### src/sv/arc_pkg.sv
// Package with shared types, constants and helpers of the ASCII radix converter.
`timescale 1ns / 1ps

package arc_pkg;

	// Accumulator and digit buffer sizes
	localparam int VALUE_BITS  = 32;
	localparam int DIGIT_DEPTH = 32;
	localparam int ADDR_W      = $clog2(DIGIT_DEPTH);
	localparam int BIT_CNT_W   = $clog2(VALUE_BITS);

	localparam logic [VALUE_BITS-1:0] VALUE_MAX = '1;
	localparam logic [VALUE_BITS-1:0] DEC_LIMIT = VALUE_MAX / 10;

	// Configuration port
	localparam int CFG_INDEX_W = 1;
	localparam int CFG_DATA_W  = 2;
	localparam logic [CFG_INDEX_W-1:0] REG_SOURCE_RADIX = 1'd0;
	localparam logic [CFG_INDEX_W-1:0] REG_TARGET_RADIX = 1'd1;

	// Radix codes; code three behaves as hexadecimal
	localparam logic [1:0] RADIX_HEX = 2'd0;
	localparam logic [1:0] RADIX_DEC = 2'd1;
	localparam logic [1:0] RADIX_BIN = 2'd2;

	// ASCII characters
	localparam logic [7:0] CH_ZERO  = 8'h30;
	localparam logic [7:0] CH_ONE   = 8'h31;
	localparam logic [7:0] CH_NINE  = 8'h39;
	localparam logic [7:0] CH_A_LOW = 8'h61;
	localparam logic [7:0] CH_F_LOW = 8'h66;

	typedef struct packed {
		logic [7:0] digit_char;
		logic       final_char;
	} in_item_t;

	typedef struct packed {
		logic [7:0] out_char;
		logic       out_last;
		logic       overflowed;
	} out_item_t;

	// Digit generator to digit buffer
	typedef struct packed {
		logic              we;
		logic [ADDR_W-1:0] addr;
		logic [3:0]        digit;
		logic              done;
	} gen_status_t;

	typedef enum logic [1:0] {
		ST_ACCUM,
		ST_DIVIDE,
		ST_EMIT
	} conv_state_t;

	// Map a digit value to its lower-case ASCII glyph
	function automatic logic [7:0] glyph(input logic [3:0] d);
		logic [7:0] g;
		if (d < 4'd10) begin
			g = CH_ZERO + {4'b0000, d};
		end else begin
			g = CH_A_LOW + {4'b0000, d} - 8'd10;
		end
		return g;
	endfunction

endpackage

### src/sv/ascii_radix_converter_top.sv
// Top level of the ASCII radix converter: configuration, control and datapath.
`timescale 1ns / 1ps

// Accumulates ASCII digits in the source radix into a 32-bit value, one input
// transaction per cycle while in_stall is low; the scale-and-add is a combinational
// shift-add step. The transaction marked final_char starts conversion and
// in_stall stays high until the last output digit is taken. Conversion to
// decimal uses a bit-serial divider (up to 10 digits). Hexadecimal and binary
// produce one digit per cycle. Digits then leave the digit buffer through a
// registered memory read, one read in flight at a time, most significant
// first, each output transaction carrying the wrap flag of the number.

module ascii_radix_converter_top import arc_pkg::*; (
	input  logic                   clk,
	input  logic                   arst_n,
	input  logic                   cfg_we,
	input  logic [CFG_INDEX_W-1:0] cfg_index,
	input  logic [CFG_DATA_W-1:0]  cfg_data,
	input  logic                   in_valid,
	output logic                   in_stall,
	input  in_item_t               in_data,
	output logic                   out_valid,
	input  logic                   out_stall,
	output out_item_t              out_data
);

	logic [1:0]            source_radix_q;
	logic [1:0]            target_radix_q;
	conv_state_t           state_q;
	conv_state_t           state_nxt;
	logic                  in_take;
	logic                  start;
	logic                  last_taken;
	logic [VALUE_BITS-1:0] next_value;
	logic                  next_wrap;
	logic                  ovf_q;
	gen_status_t           status;

	assign in_take    = in_valid && !in_stall;
	assign start      = in_take && in_data.final_char;
	assign last_taken = out_valid && !out_stall && out_data.out_last;

	// Register writes
	always_ff @(posedge clk or negedge arst_n) begin
		if (!arst_n) begin
			source_radix_q <= RADIX_HEX;
			target_radix_q <= RADIX_DEC;
		end else if (cfg_we) begin
			unique case (cfg_index)
				REG_SOURCE_RADIX: source_radix_q <= cfg_data;
				REG_TARGET_RADIX: target_radix_q <= cfg_data;
			endcase
		end
	end

	// Next state
	always_comb begin
		state_nxt = state_q;
		unique case (state_q)
			ST_ACCUM:  if (start) state_nxt = ST_DIVIDE;
			ST_DIVIDE: if (status.done) state_nxt = ST_EMIT;
			ST_EMIT:   if (last_taken) state_nxt = ST_ACCUM;
			default:   state_nxt = ST_ACCUM;
		endcase
	end

	// Outputs of the state machine
	always_comb begin
		unique case (state_q)
			ST_ACCUM: in_stall = 1'b0;
			default:  in_stall = 1'b1;
		endcase
	end

	always_ff @(posedge clk or negedge arst_n) begin
		if (!arst_n) begin
			state_q <= ST_ACCUM;
		end else begin
			state_q <= state_nxt;
		end
	end

	// Capture the wrap flag of the number being converted
	always_ff @(posedge clk) begin
		if (start) begin
			ovf_q <= next_wrap;
		end
	end

	arc_accum u_accum (
		.clk        (clk),
		.arst_n     (arst_n),
		.en         (in_take),
		.ch         (in_data.digit_char),
		.fin        (in_data.final_char),
		.radix      (source_radix_q),
		.next_value (next_value),
		.next_wrap  (next_wrap)
	);

	arc_digit_gen u_gen (
		.clk         (clk),
		.arst_n      (arst_n),
		.start       (start),
		.start_value (next_value),
		.radix       (target_radix_q),
		.status      (status)
	);

	arc_digit_buf u_buf (
		.clk       (clk),
		.arst_n    (arst_n),
		.status    (status),
		.ovf       (ovf_q),
		.out_valid (out_valid),
		.out_stall (out_stall),
		.out_data  (out_data)
	);

endmodule

### src/sv/arc_accum.sv
// Character accumulator: value = value * radix + digit with sticky wrap flag.
`timescale 1ns / 1ps

module arc_accum import arc_pkg::*; (
	input  logic                  clk,
	input  logic                  arst_n,
	input  logic                  en,
	input  logic [7:0]            ch,
	input  logic                  fin,
	input  logic [1:0]            radix,
	output logic [VALUE_BITS-1:0] next_value,
	output logic                  next_wrap
);

	logic [VALUE_BITS-1:0] value_q;
	logic                  wrap_q;
	logic [VALUE_BITS-1:0] prod;
	logic                  mul_ovf;
	logic signed [8:0]     addend;
	logic [VALUE_BITS+1:0] sum;

	// Scale by the radix and decode the character
	always_comb begin
		addend = 9'sd0;
		unique case (radix)
			RADIX_DEC: begin
				mul_ovf = value_q > DEC_LIMIT;
				prod    = (value_q << 3) + (value_q << 1);
				addend  = $signed({1'b0, ch}) - 9'sd48;
			end
			RADIX_BIN: begin
				mul_ovf = value_q[VALUE_BITS-1];
				prod    = value_q << 1;
				addend  = (ch == CH_ONE) ? 9'sd1 : 9'sd0;
			end
			default: begin
				mul_ovf = |value_q[VALUE_BITS-1:VALUE_BITS-4];
				prod    = value_q << 4;
				if (ch >= CH_ZERO && ch <= CH_NINE) begin
					addend = $signed({1'b0, ch - CH_ZERO});
				end else if (ch >= CH_A_LOW && ch <= CH_F_LOW) begin
					addend = $signed({1'b0, ch - CH_A_LOW + 8'd10});
				end
			end
		endcase
		sum        = {2'b00, prod} + {{(VALUE_BITS-7){addend[8]}}, addend};
		next_value = sum[VALUE_BITS-1:0];
		next_wrap  = wrap_q | mul_ovf | (sum[VALUE_BITS+1:VALUE_BITS] != 2'b00);
	end

	// Advance on each character, clear after the final one
	always_ff @(posedge clk or negedge arst_n) begin
		if (!arst_n) begin
			value_q <= '0;
			wrap_q  <= 1'b0;
		end else if (en) begin
			if (fin) begin
				value_q <= '0;
				wrap_q  <= 1'b0;
			end else begin
				value_q <= next_value;
				wrap_q  <= next_wrap;
			end
		end
	end

endmodule

### src/sv/arc_digit_gen.sv
// Digit generator: bit-serial division by ten, digit shifts for hex and binary.
`timescale 1ns / 1ps

module arc_digit_gen import arc_pkg::*; (
	input  logic                  clk,
	input  logic                  arst_n,
	input  logic                  start,
	input  logic [VALUE_BITS-1:0] start_value,
	input  logic [1:0]            radix,
	output gen_status_t           status
);

	localparam logic [BIT_CNT_W-1:0] BIT_LAST  = BIT_CNT_W'(VALUE_BITS - 1);
	localparam logic [ADDR_W-1:0]    ADDR_LAST = ADDR_W'(DIGIT_DEPTH - 1);

	logic [VALUE_BITS-1:0] work_q;
	logic [3:0]            rem_q;
	logic [BIT_CNT_W-1:0]  bit_cnt_q;
	logic [ADDR_W-1:0]     addr_q;
	logic                  busy_q;
	logic [1:0]            radix_q;

	logic [4:0]            rem_ext;
	logic                  rem_ge;
	logic [3:0]            rem_nxt;
	logic [VALUE_BITS-1:0] quot;
	logic [3:0]            digit;
	logic                  fire;
	logic                  more;

	// One restoring step per cycle in decimal, one digit per cycle otherwise
	always_comb begin
		rem_ext = {rem_q, work_q[VALUE_BITS-1]};
		rem_ge  = rem_ext >= 5'd10;
		rem_nxt = rem_ge ? 4'(rem_ext - 5'd10) : rem_ext[3:0];
		unique case (radix_q)
			RADIX_DEC: begin
				digit = rem_nxt;
				quot  = {work_q[VALUE_BITS-2:0], rem_ge};
				fire  = busy_q && (bit_cnt_q == BIT_LAST);
			end
			RADIX_BIN: begin
				digit = {3'b000, work_q[0]};
				quot  = work_q >> 1;
				fire  = busy_q;
			end
			default: begin
				digit = work_q[3:0];
				quot  = work_q >> 4;
				fire  = busy_q;
			end
		endcase
		more = (quot != '0) && (addr_q != ADDR_LAST);
	end

	always_comb begin
		status.we    = fire;
		status.addr  = addr_q;
		status.digit = digit;
		status.done  = fire && !more;
	end

	// Load on start, shift while busy, step the digit address per digit
	always_ff @(posedge clk or negedge arst_n) begin
		if (!arst_n) begin
			busy_q    <= 1'b0;
			bit_cnt_q <= '0;
			addr_q    <= '0;
			radix_q   <= RADIX_HEX;
		end else if (start) begin
			busy_q    <= 1'b1;
			bit_cnt_q <= '0;
			addr_q    <= '0;
			radix_q   <= radix;
		end else if (busy_q) begin
			if (fire) begin
				bit_cnt_q <= '0;
				addr_q    <= addr_q + 1'b1;
				if (!more) begin
					busy_q <= 1'b0;
				end
			end else begin
				bit_cnt_q <= bit_cnt_q + 1'b1;
			end
		end
	end

	// Working value and partial remainder
	always_ff @(posedge clk) begin
		if (start) begin
			work_q <= start_value;
			rem_q  <= 4'd0;
		end else if (busy_q) begin
			work_q <= quot;
			rem_q  <= fire ? 4'd0 : rem_nxt;
		end
	end

endmodule

### src/sv/arc_digit_buf.sv
// Digit buffer: stores digits least significant first, emits them most significant first.
`timescale 1ns / 1ps

module arc_digit_buf import arc_pkg::*; (
	input  logic        clk,
	input  logic        arst_n,
	input  gen_status_t status,
	input  logic        ovf,
	output logic        out_valid,
	input  logic        out_stall,
	output out_item_t   out_data
);

	logic [3:0]        mem [DIGIT_DEPTH];
	logic [ADDR_W-1:0] rd_ptr_q;
	logic              emitting_q;
	logic              pending_q;
	logic              pend_last_q;
	logic [3:0]        rd_data_q;
	logic              out_valid_q;
	out_item_t         out_q;
	logic              out_take;
	logic              issue;

	assign out_take  = out_valid_q && !out_stall;
	assign issue     = emitting_q && !pending_q && (!out_valid_q || out_take);
	assign out_valid = out_valid_q;
	assign out_data  = out_q;

	// Write generated digits, read one back per issue
	always_ff @(posedge clk) begin
		if (status.we) begin
			mem[status.addr] <= status.digit;
		end
		if (issue) begin
			rd_data_q   <= mem[rd_ptr_q];
			pend_last_q <= (rd_ptr_q == '0);
		end
	end

	// Walk the read pointer down from the top digit
	always_ff @(posedge clk or negedge arst_n) begin
		if (!arst_n) begin
			emitting_q <= 1'b0;
			pending_q  <= 1'b0;
			rd_ptr_q   <= '0;
		end else begin
			pending_q <= issue;
			if (status.done) begin
				emitting_q <= 1'b1;
				rd_ptr_q   <= status.addr;
			end else if (issue) begin
				rd_ptr_q <= rd_ptr_q - 1'b1;
				if (rd_ptr_q == '0) begin
					emitting_q <= 1'b0;
				end
			end
		end
	end

	// Hold the output transaction until taken
	always_ff @(posedge clk or negedge arst_n) begin
		if (!arst_n) begin
			out_valid_q <= 1'b0;
		end else if (pending_q) begin
			out_valid_q <= 1'b1;
		end else if (out_take) begin
			out_valid_q <= 1'b0;
		end
	end

	always_ff @(posedge clk) begin
		if (pending_q) begin
			out_q.out_char   <= glyph(rd_data_q);
			out_q.out_last   <= pend_last_q;
			out_q.overflowed <= ovf;
		end
	end

endmodule
### config.mk
export PLATFORM = sky130hd
export DESIGN_NAME = ascii_radix_converter_top
export DESIGN_NICKNAME = d
export VERILOG_FILES = /design/src/sv/arc_pkg.sv /design/src/sv/ascii_radix_converter_top.sv /design/src/sv/arc_accum.sv /design/src/sv/arc_digit_gen.sv /design/src/sv/arc_digit_buf.sv
export SDC_FILE = /design/constraint.sdc
export NUM_CORES = 1
export LEC_CHECK = 0
export BUFFER_PORTS_ARGS = -buffer_cell sky130_fd_sc_hd__buf_2
export CAP_MARGIN = 30
export CORE_UTILIZATION = 30
export CTS_BUF_LIST = sky130_fd_sc_hd__clkbuf_8
export DETAILED_ROUTE_END_ITERATION = 10
export SETUP_SLACK_MARGIN = 0.05
export SYNTH_ARGS = -nofsm -noshare
export SYNTH_HDL_FRONTEND = slang
export SYNTH_SLANG_ARGS = --single-unit
### constraint.sdc
create_clock -name clk -period 6.8 [get_ports clk]
set_clock_uncertainty 0.2 [all_clocks]
set_input_delay 0.34 -clock clk [delete_from_list [all_inputs] [get_ports clk]]
set_output_delay 0.34 -clock clk [all_outputs]
set_load 0.02 [all_outputs]
Word-level counts from Yosys, hierarchy flattened
Memories as Yosys holds them, arrays and structs flattened. A register that Yosys moved wholly into a read port is not among the register bits.
Index checks and enable logic that the tools add are counted.
{"block": "word_totals", "in_bits": 17, "mem_bits_rw": 128, "n_memories": 1, "word_cells": 127, "ff_bits": 108, "out_inout_bits": 12}
{"name": "u_buf.mem", "words": 32, "width": 4, "rd": 1, "rd_clocked_by_memory_dff": 1, "wr": 1, "line_no": "arc_digit_buf.sv:14", "source": "logic [3:0] mem [DIGIT_DEPTH];"}
{"block": "op_classes", "n_reduce_logical": 31, "n_mux": 40, "order_cmp": 7, "add_sub_neg": 13, "bitwise": 3, "n_eq_ne": 12}
{"operator": "32-bit case mux with 2 select lines", "count": 2}
{"operator": "32-bit 2-to-1 mux", "count": 3}
{"operator": "5-bit 2-to-1 mux", "count": 8}
{"operator": "33-bit by 9-bit adder with 34-bit output", "count": 1}
{"operator": "32-bit adder", "count": 1}
{"operator": "32-bit by 29-bit > comparator with 1-bit output (second input constant)", "count": 1}
{"operator": "32-bit nonzero test", "count": 1}
{"operator": "9-bit case mux with 2 select lines", "count": 1}
{"operator": "8-bit 2-to-1 mux", "count": 2}
{"operator": "1-bit 2-to-1 mux", "count": 15}
{"operator": "2-bit nonzero test", "count": 6}
{"operator": "1-bit logical AND", "count": 11}
{"operator": "5-bit by 1-bit adder with 5-bit output (second input constant)", "count": 2}
{"operator": "9-bit 2-to-1 mux", "count": 1}
{"operator": "8-bit by 6-bit subtractor with 9-bit output (second input constant)", "count": 1}
{"operator": "7-bit by 4-bit adder with 8-bit output (first input constant)", "count": 1}
{"operator": "8-bit by 4-bit adder with 8-bit output (second input constant)", "count": 1}
{"operator": "8-bit by 6-bit equality test with 1-bit output (second input constant)", "count": 1}
{"operator": "8-bit by 6-bit greater-or-equal comparator with 1-bit output (second input constant)", "count": 1}
{"operator": "8-bit by 7-bit greater-or-equal comparator with 1-bit output (second input constant)", "count": 1}
{"operator": "8-bit by 6-bit <= comparator with 1-bit output (second input constant)", "count": 1}
{"operator": "8-bit by 7-bit <= comparator with 1-bit output (second input constant)", "count": 1}
{"operator": "4-bit 2-to-1 mux", "count": 2}
{"operator": "4-bit case mux with 2 select lines", "count": 1}
{"operator": "other kinds (25)", "count": 40}

Depth between registers and ports, before layout
Gate-level depths: netlist (run 1).
{"block": "depth", "ltp_word": 9, "depth_mapped": 24, "depth_no_buf": 23}

Modules after synthesis
Synthesis (run 1) repeated with hierarchy kept, for this count alone.
{"block": "unflattened", "hier_cells": 1365, "hier_area_um2": 14706.6}
{"module": "arc_digit_buf", "area_per_inst_um2": 5995.8, "instances": 1, "seq_area_each_um2": 4464.3, "cells_each": 306}
{"module": "arc_accum", "area_per_inst_um2": 5442.7, "instances": 1, "seq_area_each_um2": 825.8, "cells_each": 744}
{"module": "arc_digit_gen", "area_per_inst_um2": 2949.1, "instances": 1, "seq_area_each_um2": 1366.3, "cells_each": 290}
{"module": "ascii_radix_converter_top", "area_per_inst_um2": 319.1, "instances": 1, "seq_area_each_um2": 181.4, "cells_each": 25}

Worst setup path before layout (run 1)
OpenSTA, ideal clock, no wires.
{"block": "synth_path", "path_kind": "register to register", "startpoint": "reg source_radix_q[1]", "endpoint": "reg ovf_q, data pin", "required_ns": 6.327, "setup_slack_ns": 0.082, "setup_ns": 0.273, "arrival_time_ns": 6.245, "stages_incl_launch_ff": 14, "n_path_buf": 0, "period_less_slack_ns": 6.718, "path_cell_list": "dfrtp_1 > inv_1 > ha_1 > nor4b_1 > ha_1 > a211oi_2 > a21oi_1 > a221o_1 > a31oi_4 > o21ai_2 > a31o_1 > a21o_1 > a2111oi_4 > o31ai_2"}
{"block": "synth_between", "elab_chain_len": 5, "word_cells_on_any_way": 9, "cone_classes": "1 x add/sub; 2 x eq/ne; 3 x mux; 2 x bitwise; 1 x reduce/logical"}
{"item": "start, declared", "line_no": "ascii_radix_converter_top.sv:27", "source": "logic [1:0] source_radix_q;"}
{"item": "start signal, assigned", "line_no": "ascii_radix_converter_top.sv:50", "source": "REG_SOURCE_RADIX: source_radix_q <= cfg_data;"}
{"item": "2-bit equality test or 2-bit by 1-bit equality test with 1-bit output (tied branches)", "line_no": "arc_accum.sv:25", "source": "unique case (radix)"}
{"item": "32-bit case mux with 2 select lines or 9-bit case mux with 2 select lines (tied branches)", "line_no": "arc_accum.sv:25"}
{"item": "33-bit by 9-bit adder with 34-bit output", "line_no": "arc_accum.sv:46", "source": "sum = {2'b00, prod} + {{(VALUE_BITS-7){addend[8]}}, addend};"}
{"item": "2-bit nonzero test", "line_no": "arc_accum.sv:48", "source": "next_wrap = wrap_q | mul_ovf | (sum[VALUE_BITS+1:VALUE_BITS] != 2'b00);"}
{"item": "1-bit OR *", "line_no": "arc_accum.sv:48"}
{"item": "via next_wrap", "line_no": "ascii_radix_converter_top.sv:35", "source": "logic next_wrap;"}
{"item": "end signal, assigned", "line_no": "ascii_radix_converter_top.sv:86", "source": "ovf_q <= next_wrap;"}
{"item": "end, declared", "line_no": "ascii_radix_converter_top.sv:36", "source": "logic ovf_q;"}
The timed path passes the listed nets; every way through them passes the cells marked *.
A chain may end at the register's enable or synchronous reset.

Worst setup path after layout (run 1)
{"block": "layout_path", "startpoint": "reg u_accum.value_q[0]", "endpoint": "reg ovf_q, data pin"}
{"block": "layout_between", "elab_chain_len": 5, "word_cells_on_any_way": 8, "cone_classes": "2 x add/sub; 1 x order compare; 2 x mux; 2 x bitwise; 1 x reduce/logical"}
{"item": "start, declared", "line_no": "arc_accum.sv:15", "source": "logic [VALUE_BITS-1:0] value_q;"}
{"item": "start signal, assigned", "line_no": "arc_accum.sv:61", "source": "value_q <= next_value;"}
{"item": "32-bit adder", "line_no": "arc_accum.sv:28", "source": "prod = (value_q << 3) + (value_q << 1);"}
{"item": "32-bit case mux with 2 select lines", "line_no": "arc_accum.sv:25"}
{"item": "33-bit by 9-bit adder with 34-bit output", "line_no": "arc_accum.sv:46"}
{"item": "2-bit nonzero test", "line_no": "arc_accum.sv:48"}
{"item": "1-bit OR *", "line_no": "arc_accum.sv:48"}
{"item": "via next_wrap", "line_no": "ascii_radix_converter_top.sv:35"}
Marked as above.

==> results.py, run 1 <==
metrics = {
    "final_layout": {
        "instances_no_fill": 2028,
        "fill_cells": 4667,
        "drive_gt1_share_pct": 9.29,
        "n_antenna_cell": 0,
        "final_cell_mix": "edfxtp_1 (175), nor2_1 (133), nand2_1 (124), a21oi_1 (110), o21ai_0 (104)",
        "nNetsFinal": 1495,
        "layout_commonest_cell": "edfxtp_1",
        "area_delta_synth_final_pct": 11.3,
        "seqCellArea_um2": 6840,
        "multi_input_area_um2": 6920,
    },
    "global_route": {
        "grt_pass1_wl_um": 56600,
        "grt_pass1_vias": 10549,
        "grt_max_degree": 68,
        "grt_overflow": 0,
        "antenna_found_initial": 0,
        "track_usage_pct": 14.7,
    },
    "floorplan": {
        "coreArea_um2": 46700,
        "io_pins": 29,
        "dieArea_um2": 48200,
        "die_width_um": 220,
        "rows": 79,
        "die_y_um": 220,
        "start_util_pct": 30.5,
    },
    "sta": {
        "max_freq_ghz": 0.171,
        "maxSlewViolCount": 0,
        "setup_tns_ps": 0,
        "final.period_utilization_pct": 85.9,
        "worst_pin_slew_ps": 1030,
        "rsz0062_at_grt": "no",
        "fin_crit_ps": 5840,
        "slew_headroom_pct": 31.2,
        "hold_viol_final": 0,
        "setup_viol": 0,
    },
    "route": {
        "drt-initial-drc-count": 855,
        "post-route-drc-count": 6,
        "firstDrtPassIters": 8,
        "wl_per_cell_um": 17.3,
        "vias_per_cell": 5.25,
        "totalWireLength_um": 35200,
        "num_vias": 10657,
        "final_antenna_net_count": 0,
    },
    "clock_network": {
        "path_clk_slew_ps": 60,
        "htreeDepth": 2,
        "insertion_delay_ps": 540,
        "cts_root_buffer": "clkbuf_8",
        "cts.sinks": 239,
        "cts_tree": "built",
        "numCtsBuffers": 39,
        "clockBufferDepth": 3,
    },
    "logic_synthesis": {
        "synthCells": 1371,
        "ys_seq_elements": 239,
        "netlist_area_um2": 14200,
        "avgSynthCellArea_um2": 10.4,
        "synth_edf_count": 175,
        "synthAdderAreaFrac_pct": 7.59,
        "ys_seq_area_share_pct": 48.1,
        "synth-xor-area-share_pct": 4.01,
        "synth_top_family_by_area": "compound AO/OA/AOI/OAI gates",
        "synth-simple-area-share_pct": 11.8,
        "ys_types": 73,
        "yosys_warnings": 0,
        "ys.flop_type": "edfxtp_1",
        "yosys-mux-area-fraction_pct": 5.38,
        "synth_compound_area_share_pct": 19.7,
        "synth_fp_nets": 1473,
        "synthArstFlopShare_pct": 25.1,
    },
    "hold_path": {
        "whs_path_depth": 3,
        "hold_class": "input pin to register",
    },
    "placement": {
        "portBuffers": 27,
        "dp.cells": 1948,
        "dpl.hpwl_um": 24800,
        "gp_congestion": 0.828,
    },
    "run_status": {
        "status": "finished, violations left",
        "violations": "DRC",
    },
    "critical_path": {
        "end_kind": "register",
        "reg2reg_depth": 21,
        "crit_path_max_fanout": 6,
        "worstPathRequired_ps": 6880,
        "critPathLaunchType": "register",
        "crit_arrival_ps": 5920,
        "critical_path_class": "register to register",
    },
    "power": {
        "p_total_mw": 6.51,
        "p_leak_nw": 6.31,
        "ir_drop_v": 0.000260,
        "powerDensity_nw_per_um2": 412,
    },
    "run": {
        "drv_cap": 0,
    },
}
[per-layer routing]
metal	track usage (%)	share of wire, %	up-vias
met1	18.7	45	5141
met4	4.44	2.3	0
met2	25.5	49	270
met3	2.04	4.5	62
met5	0	0	-
li1	-	-	5184
[state kept, by name (all words and copies together), names as in the netlist, 4 cells and up]
name / cells
u_buf.rd_ptr_q: 5
u_gen.work_q: 32
u_gen.addr_q: 5
u_gen.rem_q: 4
u_accum.value_q: 32
u_buf.out_data: 9
u_gen.bit_cnt_q: 5
u_buf.mem: 128
u_buf.rd_data_q: 4
[path summary, 6_finish.rpt]
check                                   start                   to  slack, ps
max reg2reg                u_accum.value_q[0]                ovf_q        960
max                        u_accum.value_q[0]                ovf_q        960
min reg2reg                 u_buf.pend_last_q    u_buf.out_data[1]        230
min                                  in_valid  u_accum.value_q[16]        200
min in group asynchronous              arst_n   u_accum.value_q[3]        320
max in group asynchronous              arst_n    u_buf.rd_ptr_q[0]       5450
[power by group]
group / switching [mW] / total (mW) / internal (mW)
sequential: 0.411 / 2.50 / 2.09
combinational: 1.80 / 2.87 / 1.08
clock: 0.574 / 1.14 / 0.564
total: 2.78 / 6.51 / 3.73
[Yosys cell counts (37+ instances only)]
library cell / n / area share [%]
ha_1: 83 / 7.3
edfxtp_1: 175 / 37
clkbuf_1: 60 / 1.6
a22oi_1: 43 / 2.3
dfrtp_1: 59 / 10
xnor2_1: 39 / 2.4
mux2i_1: 37 / 2.6
inv_1: 52 / 1.4
nand2_1: 124 / 3.3
a21oi_1: 110 / 3.9
o21ai_0: 106 / 3.7
nor2_1: 133 / 3.5
[logic make-up after synthesis]
group / Yosys count
AOI/OAI and AO/OA: 428
xor gates and xnor gates: 65
adders and majority gates: 85
buffers and inverters: 124
DFF: 239
muxes: 56
other: 2
and+or+nand+nor: 372
[metrics by stage]
| stage | cell area, um2 | worst slack (ps) | util, % | hold WS, ps |
|---|---|---|---|---|
| 3_3_place_gp | 14900 | 1100 | 32.0 | 204 |
| 6_report | 15800 | 959 | 33.9 | 202 |
| 5_1_grt | 15800 | 594 | 33.9 | 234 |
| 4_1_cts | 15800 | 986 | 33.9 | 164 |
| 2_1_floorplan | 14200 | 81.8 | - | -156 |
| 3_5_place_dp | 15000 | 988 | 32.2 | 224 |
[cell type report]
class	count	share of cell area (%)
inverters	52	1.23
flip-flops and latches	239	43.3
clock buffers	41	3.57
clock inverters	28	0.839
multi-input cells	1008	43.8
repair buffers	53	2.52
well taps	607	4.80
[timing repair]
| action | 4_1_cts | 5_1_grt |
|---|---|---|
| gates resized for setup | 0 | 0 |
| endpoints found under the hold margin | 70 | 0 |
| hold buffers | 11 | 0 |
| setup buffers | 0 | 0 |
| endpoints found under the setup margin | 0 | 0 |
[worst max-delay path: stages, from the launching register on]
cell and delay (ps):
dfrtp_1 450, ha_1 280, fa_1 430, a211oi_1 250, o21bai_1 120, a21oi_1 290
o21ai_0 210, o21ai_0 270, a211o_1 200, o21ai_0 220, a41o_1 310, and2_1 190
o31ai_1 320, ha_1 350, a21o_1 180, a21oi_1 150, o21ai_0 180, nor4b_1 280
o21a_1 170, nor3_1 80, a2111oi_4 340, o31ai_2 110
(Power assumes the default switching activity.)
==> run 2: changes to the inputs <==
--- a/config.mk
+++ b/config.mk
@@ -7,9 +7,10 @@
 export LEC_CHECK = 0
 export BUFFER_PORTS_ARGS = -buffer_cell sky130_fd_sc_hd__buf_2
 export CAP_MARGIN = 30
-export CORE_UTILIZATION = 30
+export CORE_UTILIZATION = 59
 export CTS_BUF_LIST = sky130_fd_sc_hd__clkbuf_8
 export DETAILED_ROUTE_END_ITERATION = 10
+export PLACE_DENSITY = 0.79
 export SETUP_SLACK_MARGIN = 0.05
 export SYNTH_ARGS = -nofsm -noshare
 export SYNTH_HDL_FRONTEND = slang
==> results.py, run 2 (synthesis results as in run 1) <==
metrics = {
    "clock_network": {
        "cts.sinks": 239,
        "htreeDepth": 2,
        "cts_setup_buffers": 0,
        "insertion_delay_ps": 540,
        "path_clk_slew_ps": 60,
        "cts_tree": "built",
        "clockBufferDepth": 3,
        "cts_root_buffer": "clkbuf_8",
        "numCtsBuffers": 40,
    },
    "floorplan": {
        "io_pins": 29,
        "start_util_pct": 60.4,
        "die_width_um": 157,
        "rows": 56,
        "coreArea_um2": 23500,
        "dieArea_um2": 24700,
        "die_y_um": 157,
    },
    "power": {
        "clockPowerShare_pct": 17.5,
        "powerDensity_nw_per_um2": 418,
        "p_sw_mw": 2.72,
        "ir_drop_v": 0.000277,
        "switching_share_pct": 42.1,
        "pwr-share-seq_pct": 38.3,
        "p_int_mw": 3.73,
        "pwr-share-comb_pct": 44.2,
        "p_leak_nw": 6.32,
    },
    "sta": {
        "fin_crit_ps": 5800,
        "setup_viol": 0,
        "worst_pin_slew_ps": 1010,
        "slew_headroom_pct": 32.3,
        "final.period_utilization_pct": 85.3,
        "maxSlewViolCount": 0,
        "whs_ps": 221,
        "setup_tns_ps": 0,
        "rsz0062_at_grt": "no",
        "hold_viol_final": 0,
        "max_freq_ghz": 0.172,
    },
    "global_route": {
        "grt_pass1_vias": 10557,
        "grt_max_degree": 67,
        "busiest_layer": "met2",
        "grt_util_met1_pct": 35.3,
        "use_met2_pct": 45.4,
        "track_usage_pct": 26.9,
        "met3_usage_pct": 3.69,
        "grt_overflow": 0,
        "grt_pass1_wl_um": 52500,
        "antenna_found_initial": 0,
    },
    "run": {
        "drv_cap": 0,
    },
    "critical_path": {
        "path_depth": 21,
        "critical_path_class": "register to register",
        "r2r_slack_ps": 1000,
        "r2r_start": "u_accum.value_q[2]",
        "crit_path_frequent_cell": "o21ai_0",
        "crit_arrival_ps": 5860,
        "reg2reg_depth": 21,
        "worstPathRequired_ps": 6860,
        "end_kind": "register",
        "cp_top_family": "compound AO/OA/AOI/OAI gates",
        "slowest_stage": "dfrtp_1",
        "crit_buf_inv": 0,
        "crit_chain": "ha_1, fa_1, a211oi_1, o21bai_1, a21oi_1, o21ai_0, o21ai_0, a211o_1, o21ai_0, a41o_1, and2_1, o31ai_1, ha_1, a21o_1, a21oi_1, o21ai_0, nor4b_1, o21a_1, nor3_1, a2111oi_4, o31ai_2",
        "crit_path_max_fanout": 6,
        "critical_path.max_stage_delay_ps": 450,
        "critPathLaunchType": "register",
        "r2r_end": "ovf_q",
    },
    "final_layout": {
        "nNetsFinal": 1496,
        "reg_top3": "u_buf.mem: 128 flops, u_accum.value_q: 32 flops, u_gen.work_q: 32 flops",
        "final_cell_mix": "edfxtp_1 (175), nor2_1 (133), nand2_1 (124), a21oi_1 (110), o21ai_0 (104)",
        "n_antenna_cell": 0,
        "area_delta_synth_final_pct": 8.69,
        "top_register": "u_buf.mem",
        "drive_gt1_share_pct": 9.13,
        "instances_no_fill": 1743,
        "layout_commonest_cell": "edfxtp_1",
        "finalCoreUtilization_pct": 65.6,
        "largest_reg_flops": 128,
    },
    "route": {
        "firstDrtPassIters": 6,
        "wl_per_cell_um": 18.5,
        "totalWireLength_um": 32300,
        "post-route-drc-count": 0,
        "vias_per_cell": 6.25,
        "drt-initial-drc-count": 1106,
        "final_antenna_net_count": 0,
        "num_vias": 10898,
    },
    "run_status": {
        "status": "complete, no violations",
    },
    "hold_path": {
        "whs_path_depth": 0,
        "hold_class": "register to register",
        "min_to": "u_buf.out_data[1]",
        "min-delay-start": "u_buf.pend_last_q",
    },
    "placement": {
        "dp.cells": 1660,
        "gp_congestion": 0.897,
        "dpl.hpwl_um": 22100,
        "portBuffers": 27,
    },
}
-- run 2: stage by stage --
step                      power (mW)  instance area (um2)  worst slack, ps
after global routing            6.86                15400              617
after floorplan                 4.52                14200             81.8
after global placement          5.18                14600             1240
after CTS                       6.41                15400             1060
after detailed placement        5.27                14600             1110
final                           6.45                15400              998
-- run 2: how the worst max path moves through the flow --
| stage | from | end |
|---|---|---|
| floorplan | source_radix_q[1] | ovf_q |
| global placement | u_accum.value_q[0] | ovf_q |
| detailed placement | u_accum.value_q[0] | ovf_q |
| CTS | u_accum.value_q[0] | ovf_q |
| global route | u_accum.value_q[0] | ovf_q |
| finish | u_accum.value_q[2] | ovf_q |
-- run 2: power by group through the flow --
stage / combinational (mW) / clock [mW] / sequential, mW
after floorplan: 2.16 / 0 / 2.36
after detailed placement: 2.79 / 0 / 2.48
after CTS: 2.81 / 1.15 / 2.46
after global routing: 3.15 / 1.20 / 2.51
after global placement: 2.71 / 0 / 2.47
final: 2.85 / 1.13 / 2.47
-- run 2: routing by layer --
layer	wire length, um	vias up
met1	13800	5237
met3	1950	66
met2	15500	401
met5	0	-
met4	992	0
li1	-	5194
-- run 2: final cells by class --
class                      instances  area (um2)
tap                              319         399
sequential                       239        6840
inverter                          52         195
multi-input combinational       1008        6920
timing repair buffer              53         395
clock inverter                    31         131
clock buffer                      41         564
fill                            1857        8100
-- run 2: repair_timing --
action,CTS,global route
resized for setup,0,0
hold buffers,10,0
endpoints found under the hold margin,70,0
==> run 3: changes to the inputs <==
--- a/config.mk
+++ b/config.mk
@@ -10,7 +10,8 @@
 export CORE_UTILIZATION = 59
 export CTS_BUF_LIST = sky130_fd_sc_hd__clkbuf_8
 export DETAILED_ROUTE_END_ITERATION = 10
-export PLACE_DENSITY = 0.79
+export HOLD_SLACK_MARGIN = 0.15
+export PLACE_DENSITY = 0.87
 export SETUP_SLACK_MARGIN = 0.05
 export SYNTH_ARGS = -nofsm -noshare
 export SYNTH_HDL_FRONTEND = slang
==> results.py, run 3 (synthesis results as in run 1) <==
metrics = {
    "run_status": {
        "status": "complete, no violations",
    },
    "clock_network": {
        "cts_setup_buffers": 0,
        "post_cts_resized": 0,
        "numCtsBuffers": 39,
        "cts.sinks": 239,
        "cts_tree": "built",
        "htreeDepth": 2,
        "clockBufferDepth": 3,
        "hold_buffers": 11,
        "path_clk_slew_ps": 60,
        "cts_root_buffer": "clkbuf_8",
        "insertion_delay_ps": 560,
    },
    "run": {
        "drv_cap": 0,
    },
    "floorplan": {
        "die_y_um": 157,
        "dieArea_um2": 24700,
        "die_width_um": 157,
        "coreArea_um2": 23500,
        "start_util_pct": 60.4,
        "rows": 56,
        "io_pins": 29,
    },
    "final_layout": {
        "reg_top3": "u_buf.mem: 128 flops, u_accum.value_q: 32 flops, u_gen.work_q: 32 flops",
        "fill_cells": 1716,
        "top_register": "u_buf.mem",
        "area_delta_synth_final_pct": 9.21,
        "largest_reg_flops": 128,
        "seqCellArea_um2": 6840,
        "finalCoreUtilization_pct": 65.9,
        "instances_no_fill": 1742,
        "n_antenna_cell": 0,
        "layout_commonest_cell": "edfxtp_1",
        "drive_gt1_share_pct": 9.14,
        "final_cell_mix": "edfxtp_1 (175), nor2_1 (133), nand2_1 (124), a21oi_1 (110), o21ai_0 (104)",
        "nNetsFinal": 1495,
        "multi_input_area_um2": 6920,
    },
    "hold_path": {
        "min-delay-start": "in_valid",
        "min_to": "u_accum.value_q[16]",
        "hold_class": "input pin to register",
        "whs_path_depth": 4,
    },
    "route": {
        "totalWireLength_um": 33700,
        "drt-initial-drc-count": 998,
        "num_vias": 11180,
        "wl_per_cell_um": 19.3,
        "post-route-drc-count": 0,
        "firstDrtPassIters": 5,
        "final_antenna_net_count": 0,
        "vias_per_cell": 6.42,
    },
    "sta": {
        "fin_crit_ps": 5890,
        "max_freq_ghz": 0.170,
        "slew_headroom_pct": 31.8,
        "final.period_utilization_pct": 86.7,
        "rsz0062_at_grt": "no",
        "setup_viol": 0,
        "maxSlewViolCount": 0,
        "hold_viol_final": 0,
        "worst_pin_slew_ps": 1020,
        "whs_ps": 176,
        "setup_tns_ps": 0,
    },
    "power": {
        "powerDensity_nw_per_um2": 425,
        "p_leak_nw": 6.32,
        "ir_drop_v": 0.000304,
    },
    "global_route": {
        "grt_pass1_wl_um": 54100,
        "track_usage_pct": 27.9,
        "antenna_found_initial": 0,
        "grt_max_degree": 67,
        "grt_overflow": 0,
        "grt_pass1_vias": 10748,
    },
    "placement": {
        "dpl.hpwl_um": 23000,
        "portBuffers": 27,
        "dp.cells": 1658,
        "gp_congestion": 0.917,
    },
    "critical_path": {
        "critPathLaunchType": "register",
        "r2r_slack_ps": 910,
        "r2r_end": "ovf_q",
        "critical_path_class": "register to register",
        "reg2reg_depth": 21,
        "crit_path_max_fanout": 6,
        "crit_arrival_ps": 5960,
        "r2r_start": "u_accum.value_q[0]",
        "worstPathRequired_ps": 6860,
        "end_kind": "register",
    },
}
-- run 3: worst max-delay path: stages, from the launching register on --
cell and delay, ps:
dfrtp_1 430, ha_1 260, fa_1 420, a211oi_1 250
o21bai_1 110, a21oi_1 270, o21ai_0 170, o21ai_0 290
a211o_1 220, o21ai_0 220, a41o_1 310, and2_1 190
o31ai_1 340, ha_1 350, a21o_1 180, a21oi_1 130
o21ai_0 190, nor4b_1 330, o21a_1 170, nor3_1 80
a2111oi_4 350, o31ai_2 120
-- run 3: worst max-delay path by stage --
stage / start / end / cells after the start
after floorplan: source_radix_q[1] / ovf_q / 13
after global placement: u_accum.value_q[0] / ovf_q / 21
after detailed placement: u_accum.value_q[0] / ovf_q / 21
after CTS: u_accum.value_q[0] / ovf_q / 21
after global routing: u_accum.value_q[0] / ovf_q / 21
final: u_accum.value_q[0] / ovf_q / 21
-- run 3: final cells by class --
type,count,share of cell area (%)
Timing Repair Buffer,53,2.82
Clock buffer,40,3.55
Clock inverter,31,1.14
Sequential cell,239,44.1
Tap cell,319,2.57
Multi-Input combinational cell,1008,44.6
Inverter,52,1.26
-- run 3: layer usage --
| layer | vias to the layer above | share of wire, % | global-route usage, % |
|---|---|---|---|
| met3 | 91 | 7.2 | 3.88 |
| li1 | 5186 | - | - |
| met2 | 540 | 48 | 47.1 |
| met5 | - | 0 | 0 |
| met4 | 0 | 3.5 | 12.9 |
| met1 | 5363 | 41 | 35.7 |
-- run 3: where the power goes --
| group | total, mW | switching (mW) | internal, mW |
|---|---|---|---|
| clock | 1.19 | 0.592 | 0.593 |
| sequential | 2.47 | 0.379 | 2.09 |
| combinational | 2.94 | 1.84 | 1.10 |
-- run 3: per-stage QoR --
step           power (mW)  cell area [um2]  setup WS [ps]
6_report             6.59            15500            907
5_1_grt              6.98            15500            591
4_1_cts              6.51            15500            979
3_5_place_dp         5.31            14600            981
3_3_place_gp         5.15            14600           1200
2_1_floorplan        4.52            14200           81.8
